--- src/rtl/oahi_pkg.sv ---
`timescale 1ns / 1ps
// ----------------------------------------------------------------------------
// oahi_pkg: shared types and constants of the hash insert block
// Field widths, register indexes, result codes and the command and status
// groups between the controller and the datapath.
// ----------------------------------------------------------------------------
package oahi_pkg;

  // field widths
  localparam int KEY_W       = 31;
  localparam int TS_W        = 11;
  localparam int SLOT_W      = 10;
  localparam int STAT_W      = 2;
  localparam int OCC_W       = 11;
  localparam int IN_TDATA_W  = 32;
  localparam int OUT_TDATA_W = 24;

  // configuration port
  localparam int CFG_ADDR_W = 1;
  localparam int CFG_DATA_W = 11;

  // divider bit counter
  localparam int BCNT_W = $clog2(KEY_W);

  // default number of slots in the store
  localparam int DEF_MAX_SLOTS = 1024;

  // register reset values
  localparam logic [TS_W-1:0] TS_RESET = TS_W'(7);

  // register indexes
  localparam logic [CFG_ADDR_W-1:0] REG_TABLE_SIZE = CFG_ADDR_W'(0);
  localparam logic [CFG_ADDR_W-1:0] REG_PROBE_MODE = CFG_ADDR_W'(1);

  // result codes
  typedef enum logic [STAT_W-1:0] {
    ST_INSERTED = 2'd0,
    ST_PRESENT  = 2'd1,
    ST_NO_FREE  = 2'd2
  } status_t;

  // commands from the controller
  typedef struct packed {
    logic    clr_wr;
    logic    load_key;
    logic    div_step;
    logic    probe_init;
    logic    probe_adv;
    logic    wr_key;
    logic    set_res;
    status_t res_status;
    logic    out_load;
  } cmd_t;

  // status back from the datapath
  typedef struct packed {
    logic clr_done;
    logic div_done;
    logic hit_empty;
    logic hit_match;
    logic probe_last;
    logic out_busy;
  } sts_t;

endpackage

--- src/rtl/oahi_ctrl.sv ---
`timescale 1ns / 1ps
// ----------------------------------------------------------------------------
// oahi_ctrl: sequencer of the hash insert block
// Runs the clearing pass after reset, then for each item the key division,
// the slot probe loop and the hand-over of the result.
// ----------------------------------------------------------------------------
module oahi_ctrl
  import oahi_pkg::*;
(
  input  logic clk,
  input  logic rst,
  input  logic in_valid,
  output logic in_ready,
  input  sts_t sts,
  output cmd_t cmd
);

  typedef enum logic [2:0] {
    S_CLEAR,
    S_IDLE,
    S_DIV,
    S_INIT,
    S_READ,
    S_CHECK,
    S_OUT
  } state_t;

  state_t state;
  state_t state_next;

  // state register
  always_ff @(posedge clk) begin
    if (rst) begin
      state <= S_CLEAR;
    end else begin
      state <= state_next;
    end
  end

  // next state and commands
  always_comb begin
    state_next     = state;
    cmd            = '0;
    cmd.res_status = ST_INSERTED;
    in_ready       = 1'b0;
    case (state)
      S_CLEAR: begin
        cmd.clr_wr = 1'b1;
        if (sts.clr_done) begin
          state_next = S_IDLE;
        end
      end
      S_IDLE: begin
        in_ready = 1'b1;
        if (in_valid) begin
          cmd.load_key = 1'b1;
          state_next   = S_DIV;
        end
      end
      S_DIV: begin
        cmd.div_step = 1'b1;
        if (sts.div_done) begin
          state_next = S_INIT;
        end
      end
      S_INIT: begin
        cmd.probe_init = 1'b1;
        state_next     = S_READ;
      end
      S_READ: begin
        state_next = S_CHECK;
      end
      S_CHECK: begin
        if (sts.hit_empty) begin
          cmd.wr_key     = 1'b1;
          cmd.set_res    = 1'b1;
          cmd.res_status = ST_INSERTED;
          state_next     = S_OUT;
        end else if (sts.hit_match) begin
          cmd.set_res    = 1'b1;
          cmd.res_status = ST_PRESENT;
          state_next     = S_OUT;
        end else if (sts.probe_last) begin
          cmd.set_res    = 1'b1;
          cmd.res_status = ST_NO_FREE;
          state_next     = S_OUT;
        end else begin
          cmd.probe_adv = 1'b1;
          state_next    = S_READ;
        end
      end
      S_OUT: begin
        if (!sts.out_busy) begin
          cmd.out_load = 1'b1;
          state_next   = S_IDLE;
        end
      end
      default: begin
        state_next = S_CLEAR;
      end
    endcase
  end

endmodule

--- config.mk ---
export PLATFORM = sky130hd
export DESIGN_NAME = oahi_ctrl
export DESIGN_NICKNAME = d
export VERILOG_FILES = /design/src/rtl/oahi_pkg.sv /design/src/rtl/oahi_ctrl.sv
export SDC_FILE = /design/constraint.sdc
export NUM_CORES = 1
export LEC_CHECK = 0
export BUFFER_PORTS_ARGS = -buffer_cell sky130_fd_sc_hd__buf_2
export CORE_AREA = 10 10 47 49
export DETAILED_ROUTE_END_ITERATION = 10
export DIE_AREA = 0 0 57 59
export PLACE_DENSITY_LB_ADDON = 0.1
export REMOVE_ABC_BUFFERS = 1
export SLEW_MARGIN = 20
export SYNTH_ARGS = -nofsm -noshare
export SYNTH_HDL_FRONTEND = slang
export SYNTH_SLANG_ARGS = --single-unit
--- constraint.sdc ---
create_clock -name clk -period 2.3 [get_ports clk]
set_input_delay 0.115 -clock clk [delete_from_list [all_inputs] [get_ports clk]]
set_output_delay 0.115 -clock clk [all_outputs]
set_load 0.01 [all_outputs]
### Yosys cells after proc, flatten, opt, wreduce, memory -nomap -nowiden

Cells that the tools add are included.

| cells by class | value |
|---|---|
| order comparisons | 0 |
| muxes and demuxes | 24 |
| add/sub/neg operators | 0 |
| multiply operators | 0 |
| reductions and logical operators | 2 |
| divide/modulo/power cells | 0 |
| bitwise gates (word level) | 0 |
| equality and inequality tests | 10 |
| shifts and indexed selects | 0 |

Operators by type and width:

| cell | count |
|---|---|
| 3-bit two-way mux | 9 |
| 3-bit case mux with 7 select lines | 1 |
| 1-bit two-way mux | 12 |
| 3-bit == test (second input constant) | 3 |
| 2-bit != test (second input constant) | 4 |
| 3-bit by 2-bit == test with 1-bit output (second input constant) | 2 |
| 5-bit two-way mux | 1 |
| 4-bit AND reduction | 1 |
| 3-bit by 1-bit == test with 1-bit output (second input constant) | 1 |
| 3-bit zero test | 1 |
| 2-bit two-way mux | 1 |

| storage, ports and cells | value |
|---|---|
| RAM bits | 0 |
| register bits after elaboration | 3 |
| input port bits | 9 |
| word-level logic and storage cells | 37 |
| latch bits | 0 |
| memory bits (read-only) | 0 |
| memories kept | 0 |

### Logic depth before layout (Yosys ltp)

Gate-level depths: netlist of the first run.

| depth | value |
|---|---|
| depth after elaboration | 4 |
| depth in mapped cells | 4 |
| mapped depth without buffers | 3 |

### Worst setup path before layout of the first run

Ideal clock, no wire load.

| timing path | value |
|---|---|
| path kind | register to output |
| from | register state[2] |
| to | output port cmd[8] (netlist bit) |
| path slack | 1.068 ns |
| data arrival time | 1.117 ns |
| stages on the path, launching flop included | 4 |
| cells stage by stage | dfxtp_1 > buf_4 > nor3b_1 > and2_1 |

RTL lines:

| item | RTL line | RTL |
|---|---|---|
| from (decl) | oahi_ctrl.sv:28 | `state_t state;` |
| from (signal assigned) | oahi_ctrl.sv:36 | `state <= state_next;` |
| to (decl) | oahi_ctrl.sv:15 | `output cmd_t cmd` |

==> summary.md, run 1 <==
| Metric | Value |
|---|---|
| Row count | `14` |
| Asr flop ratio synth | `0` |
| Cell Pwr Density | `660 nW/um2` |
| I/O Buffers | `19` |
| Status | `finished clean` |
| Post-CTS sizing | `0` |
| Cell taking the most area after synthesis | `dfxtp_1` |
| Die area | `3360 um2` |
| Hold buffer count at cts | `0` |
| RSZ-0062 raised after global routing | `false` |
| Most used DFF post-synth | `dfxtp_1` |
| Initial Util | `0.222` |
| Synth Area in Compound Gates | `0.293` |
| Synth warn | `0` |
| Total Power | `279 uW` |
| Setup bufs post-CTS | `0` |
| Startpoint type of the worst setup path | `flop` |
| Arrival time worst endpoint | `roughly 1.5 ns` |
| Critical Path End Type | `output pin` |
| CTS tree | `yes` |
| Min Hold Slack | `between 0.09 and 0.1 ns` |
| Leakage | `approximately 0.2 nW` |
| Top-count cell post-synth | `nor3b_1` |
| Bufs and invs on worst path | `1` |
| Worst slew pin tran | `between 0.4 and 0.5 ns` |
| Post-DR vias/cell | `around 4.7` |
| Clock transition at path regs | `roughly 0.04 ns` |
| Critical path class | `reg -> out` |
| Number of iterations in the first detailed-routing pass | `4` |
| Fin crit share | `0.704` |
| Peak VDD IR | `0.196 mV` |
| CP Cell Sequence | `nand3b_1 -> nor4b_1 -> buf_2` |
| CP required | `2.18 ns` |
| Total gr overflow | `0` |
| Clock tree buffer depth | `2` |
| Skew final | `around 0.0037 ns` |
| WL/cell | `approximately 13 um` |
| Post-synthesis sequential area ratio | `0.193` |
| Crit path largest cell delay | `between 0.5 and 0.6 ns` |
| Worst path slowest cell | `dfxtp_1` |
| Biggest register | `state` |
| Largest family of logic cells by synthesized area | `simple AND/OR/NAND/NOR gates` |
| Final core utilization | `0.302` |
| Die Height | `59 um` |
| EDFF count, synth | `0` |
| Global Route Usage Sum | `0.0549` |
| N_diodes | `0` |
| Area Overhead vs Synth | `35.7%` |
| Final hold vios | `0` |
| Top cells by area, synth | `dfxtp_1, nor3b_1, a2111oi_4, buf_6, nor3_1` |
| Max-slew headroom | `0.697` |
| Placed cell count | `69` |
| Mapped cell area | `~310 um2` |
| Final Max Tran Viols | `0` |
| Setup slack at placement | `approximately 0.92 ns` |
| Vias in the first global route | `roughly 320` |
| Top delay family on crit path | `flip-flops` |
| Seq cells post-synth | `3` |
| Worst-Skew Late Latency | `0.23 ns` |
| Remaining DRCs | `0` |
| Adder-cell share of the synthesized area | `0` |
| Most instantiated cells after synthesis | `nor3b_1, dfxtp_1, nor2_1, nor3_1` |
| Worst Slack Setup Final | `about 0.68 ns` |
| Synth top area share | `0.193` |
| Share of post-route cells with drive strength above 1 | `0.439` |
| Final setup violation count | `0` |
| Setup_tns | `0 ns` |
| Largest net degree at the start of global routing | `14` |
| Tightest Hold Check Type | `in -> reg` |
| # IOs | `20` |
| Core Region | `about 1400 um2` |
| Post-Synth Simple-Gate Area | `0.394` |
| Min cycle time layout | `around 1.6 ns` |
| RePlAce Congestion | `0.668` |
| Initial antenna violation count | `0` |
| Design area | `~420 um2` |
| Die width | `about 57 um` |
| Placement Cell Area | `around 400 um2` |
| Critical Path Fanout Max | `12` |
| Vias | `approximately 340` |
| Number of flip-flops in the largest register | `3` |
| Unique cell type count in the Yosys netlist | `24` |
| Max cap viols | `0` |
| Remaining antenna violation count | `0` |
| Final net count | `67` |
| H-tree levels | `1` |
| Largest registers | `state x3` |
| FMAX | `around 0.6 GHz` |
| CTS Buf Count | `3` |
| Iter 0 DRT Violations | `17` |
| Drt total wl | `between 900 and 1000 um` |
| Synth Area in XOR/XNOR | `0` |
| Proportion of synthesized area in mux cells | `0` |
| Synth Area per Inst | `roughly 8.4 um2` |
| First-pass GRT wire length | `1480 um` |
| Gate count of the mapped netlist | `37` |
| Clk root buf | `clkbuf_4` |
| Clk sink count | `3` |
| Finished Layout Cells | `73` |
| Detailed Place HPWL | `slightly above 700 um` |
==> layout by cell type, fill, tap and decap left out, drive strengths merged <==
cell / instances
a2111oi: 1
a211o: 1
a211oi: 1
a21boi: 1
a311o: 1
a311oi: 1
and2: 2
buf: 19
clkbuf: 4
dfxtp: 3
inv: 2
nand2: 2
nand2b: 1
nand3: 1
nand3b: 1
nor2: 3
nor2b: 2
nor3: 3
nor3b: 4
nor4b: 1
o21ai: 1
o21ba: 1
or3: 1
==> worst register-to-register path, cell delays in order (launching register included) <==
cell      delay, ns
dfxtp_1        0.59
nor2b_1        0.12
or3_1          0.33
a311oi_2       0.19
==> path summary, 6_finish.rpt <==
check	from	endpoint	slack (ns)	cells after the start
setup reg to reg	state[1]	state[1]	0.98	3
setup / recovery	state[2]	cmd[2]	0.68	3
hold / removal	rst	state[1]	0.09	2
hold reg to reg	state[1]	state[1]	0.74	2
==> power breakdown <==
part	switching (mW)	internal [mW]	total (mW)
clock	0.0264	0.0649	0.0914
sequential	0.0276	0.0609	0.0884
combinational	0.0460	0.0534	0.0994
total	0.100	0.179	0.279
==> layout make-up <==
class,count,area [um2]
Clock buffer,4,26.3
Fill cell,164,978
Inverter,2,7.51
Multi-Input combinational cell,29,214
Sequential cell,3,60.1
Tap cell,16,20.0
Timing Repair Buffer,19,95.1
==> kinds of logic (layout without fill, tap and decap cells) <==
group	Yosys count	after routing
simple gates	21	21
compound gates	8	8
buf+inv	5	25
flops	3	3
==> routing by layer <==
metal  up-vias  part of all wire  track usage  routed length (um)
met1       155              0.46       0.0629                 430
met5         -                 0            0                   0
met4         0             0.020       0.0503                  19
met2        10              0.48       0.0791                 447
li1        176                 -            -                   -
met3         2             0.038       0.0172                  35
Note: power is estimated with default switching activity, not from simulation.
==> run 2, diff against run 1 <==
- clock period: 2.3 -> 1.6 ns (I/O delays scaled with it)
==> run 2 against run 1 <==
  * Clock skew shrank 0.0026 ns
  * Highest routed layer unchanged
  * Final cell count rose by 1.4%
  * Cell area is 3.3% higher
  * Sequential power is 40% higher
  * Critical endpoint unchanged
  * Critical path depth is the same
==> summary.md, run 2 (synthesized netlist as in run 1, its figures left out) <==
| Metric | Value |
|---|---|
| Status | `finished clean` |
| Comb pwr share | `0.367 (+0.011)` |
| Skew final | `0.00106 ns (-0.00262 ns)` |
| Vias in the first global route | `352 (+11%)` |
| WL/cell | `12.6 um (-1.0%)` |
| Clk sink count | `3 (unchanged)` |
| Area Overhead vs Synth | `40.2%` |
| Fin crit share | `0.920` |
| Clk root buf | `clkbuf_4` |
| First-pass GRT wire length | `1490 um (+0.95%)` |
| Worst path slowest cell | `dfxtp_1` |
| Leakage | `0.207 nW (+3.2%)` |
| Most frequent cells in the layout | `buf_2, nor3b_1` |
| Arrival time worst endpoint | `1.39 ns (-0.11 ns)` |
| Max cap viols | `0 (unchanged)` |
| Sw frac | `0.354 (-0.00436)` |
| Initial antenna violation count | `0 (unchanged)` |
| Iter 0 DRT Violations | `5 (-12)` |
| Psw | `142 uW (+42%)` |
| Finished Layout Cells | `74 (+1.4%)` |
| Largest registers | `state x3` |
| Max-slew headroom | `0.710 (+0.0128)` |
| Placed cell count | `70 (+1.4%)` |
| Total gr overflow | `0 (unchanged)` |
| Row count | `14 (unchanged)` |
| N_diodes | `0 (unchanged)` |
| Remaining DRCs | `0 (unchanged)` |
| Drt total wl | `935 um (+0.32%)` |
| Final setup violation count | `0 (unchanged)` |
| Final Max Tran Viols | `0 (unchanged)` |
| Sequential group share of total power | `0.308 (-0.009)` |
| Die Height | `59 um (unchanged)` |
| CTS Buf Count | `3 (unchanged)` |
| Core Region | `1400 um2 (unchanged)` |
| Number of flip-flops in the largest register | `3 (unchanged)` |
| Critical Path End Type | `output pin` |
| Cell Int Power | `260 uW (+45%)` |
| Startpoint type of the worst setup path | `flop` |
| Clock tree buffer depth | `2 (unchanged)` |
| Global Route Usage Sum | `0.0566 (+0.00175)` |
| # IOs | `20 (unchanged)` |
| Detailed Place HPWL | `729 um (+1.5%)` |
| Final net count | `68 (+1.5%)` |
| Crit path largest cell delay | `0.51 ns (-0.08 ns)` |
| Cell Pwr Density | `921 nW/um2 (+40%)` |
| Top delay family on crit path | `flip-flops` |
| Min cycle time layout | `approximately 1.5 ns` |
| Number of iterations in the first detailed-routing pass | `4 (unchanged)` |
| H-tree levels | `1 (unchanged)` |
| CP Cell Sequence | `nand3b_1 -> nor4b_2 -> buf_2` |
| Die area | `3360 um2 (unchanged)` |
| Worst slew pin tran | `0.435 ns (-0.0192 ns)` |
| CTS tree | `yes` |
| I/O Buffers | `19 (unchanged)` |
| Biggest register | `state` |
| Die width | `57 um (unchanged)` |
| Tightest Hold Check Type | `in -> reg` |
| Final hold vios | `0 (unchanged)` |
| Worst-Skew Late Latency | `0.23 ns (about the same)` |
| Remaining antenna violation count | `0 (unchanged)` |
| Largest net degree at the start of global routing | `14 (unchanged)` |
| Clock transition at path regs | `0.04 ns (about the same)` |
| Share of post-route cells with drive strength above 1 | `0.466 (+0.0269)` |
| FMAX | `a little under 0.7 GHz` |
| Critical Path Fanout Max | `10 (-2)` |
| Critical path class | `reg -> out` |
| CP required | `1.52 ns (-0.66 ns)` |
| Clk pwr share | `0.325 (-0.002)` |
| Vias | `351 (+2.3%)` |
| Setup_tns | `0 ns (unchanged)` |
| Most common cell after layout, fill and taps aside | `buf_2` |
| Fillers | `161 (-1.8%)` |
| Bufs and invs on worst path | `1 (unchanged)` |
| Initial Util | `0.222 (unchanged)` |
| Peak VDD IR | `0.287 mV (+47%)` |
| Post-DR vias/cell | `4.74 (+0.95%)` |
| RSZ-0062 raised after global routing | `false` |
| RePlAce Congestion | `0.636 (-4.7%)` |
[run 2: changes by cell type in the layout (fill, tap and decap cells not counted)]
cell,before,now
nor4b_1,1,0
nor4b_2,0,1
buf_4,0,1
[run 2: cell type report]
type                            count  area (um2)  area share
Sequential cell                     3        60.1       0.138
Tap cell                           16        20.0      0.0458
Timing Repair Buffer               20         103       0.235
Multi-Input combinational cell     29         220       0.504
Clock buffer                        4        26.3      0.0602
Inverter                            2        7.51      0.0172
[run 2: worst register-to-register path: stages (launching register included)]
cell,delay [ns]
dfxtp_1,0.58
nor2b_1,0.11
or3_1,0.33
a311oi_2,0.19
[run 2: repair_timing]
item / 4_1_cts / 5_1_grt
hold buffers: 0 / 0
endpoints found under the setup margin: 0 / 1
setup buffers: 0 / 0
gates resized for setup: 0 / 1
hold endpoints to repair: 0 / 0
[run 2: per-stage QoR]
step / util / cell area (um2) / worst slack, ns / hold WS (ns) / total power, mW
after floorplan: - / 282 / 0.346 / 0.148 / 0.213
after global placement: 0.288 / 404 / 0.295 / 0.302 / 0.278
after detailed placement: 0.288 / 404 / 0.308 / 0.299 / 0.275
after CTS: 0.307 / 430 / 0.0900 / 0.0527 / 0.412
after global routing: 0.312 / 437 / 0.00378 / 0.0668 / 0.435
final: 0.312 / 437 / 0.128 / 0.0607 / 0.402
[run 2: worst paths after layout]
check,start,end,slack [ns],cells past startpoint
max,state[0],cmd[2],0.13,3
min,rst,state[1],0.06,2
max reg2reg,state[1],state[1],0.31,3
min reg2reg,state[1],state[1],0.72,2
[run 2: layer usage]
metal / vias to the layer above / part of all wire / GRT usage
li1: 175 / - / -
met1: 166 / 0.37 / 0.0523
met2: 8 / 0.55 / 0.0899
met3: 2 / 0.064 / 0.0236
met4: 0 / 0.015 / 0.0604
met5: - / 0 / 0
[run 2: power by group through the flow]
stage / clock [mW] / combinational (mW) / sequential [mW]
finish: 0.131 / 0.148 / 0.124
CTS: 0.138 / 0.150 / 0.124
detailed placement: 0 / 0.149 / 0.125
global route: 0.140 / 0.166 / 0.130
global placement: 0 / 0.152 / 0.126
floorplan: 0 / 0.0976 / 0.116
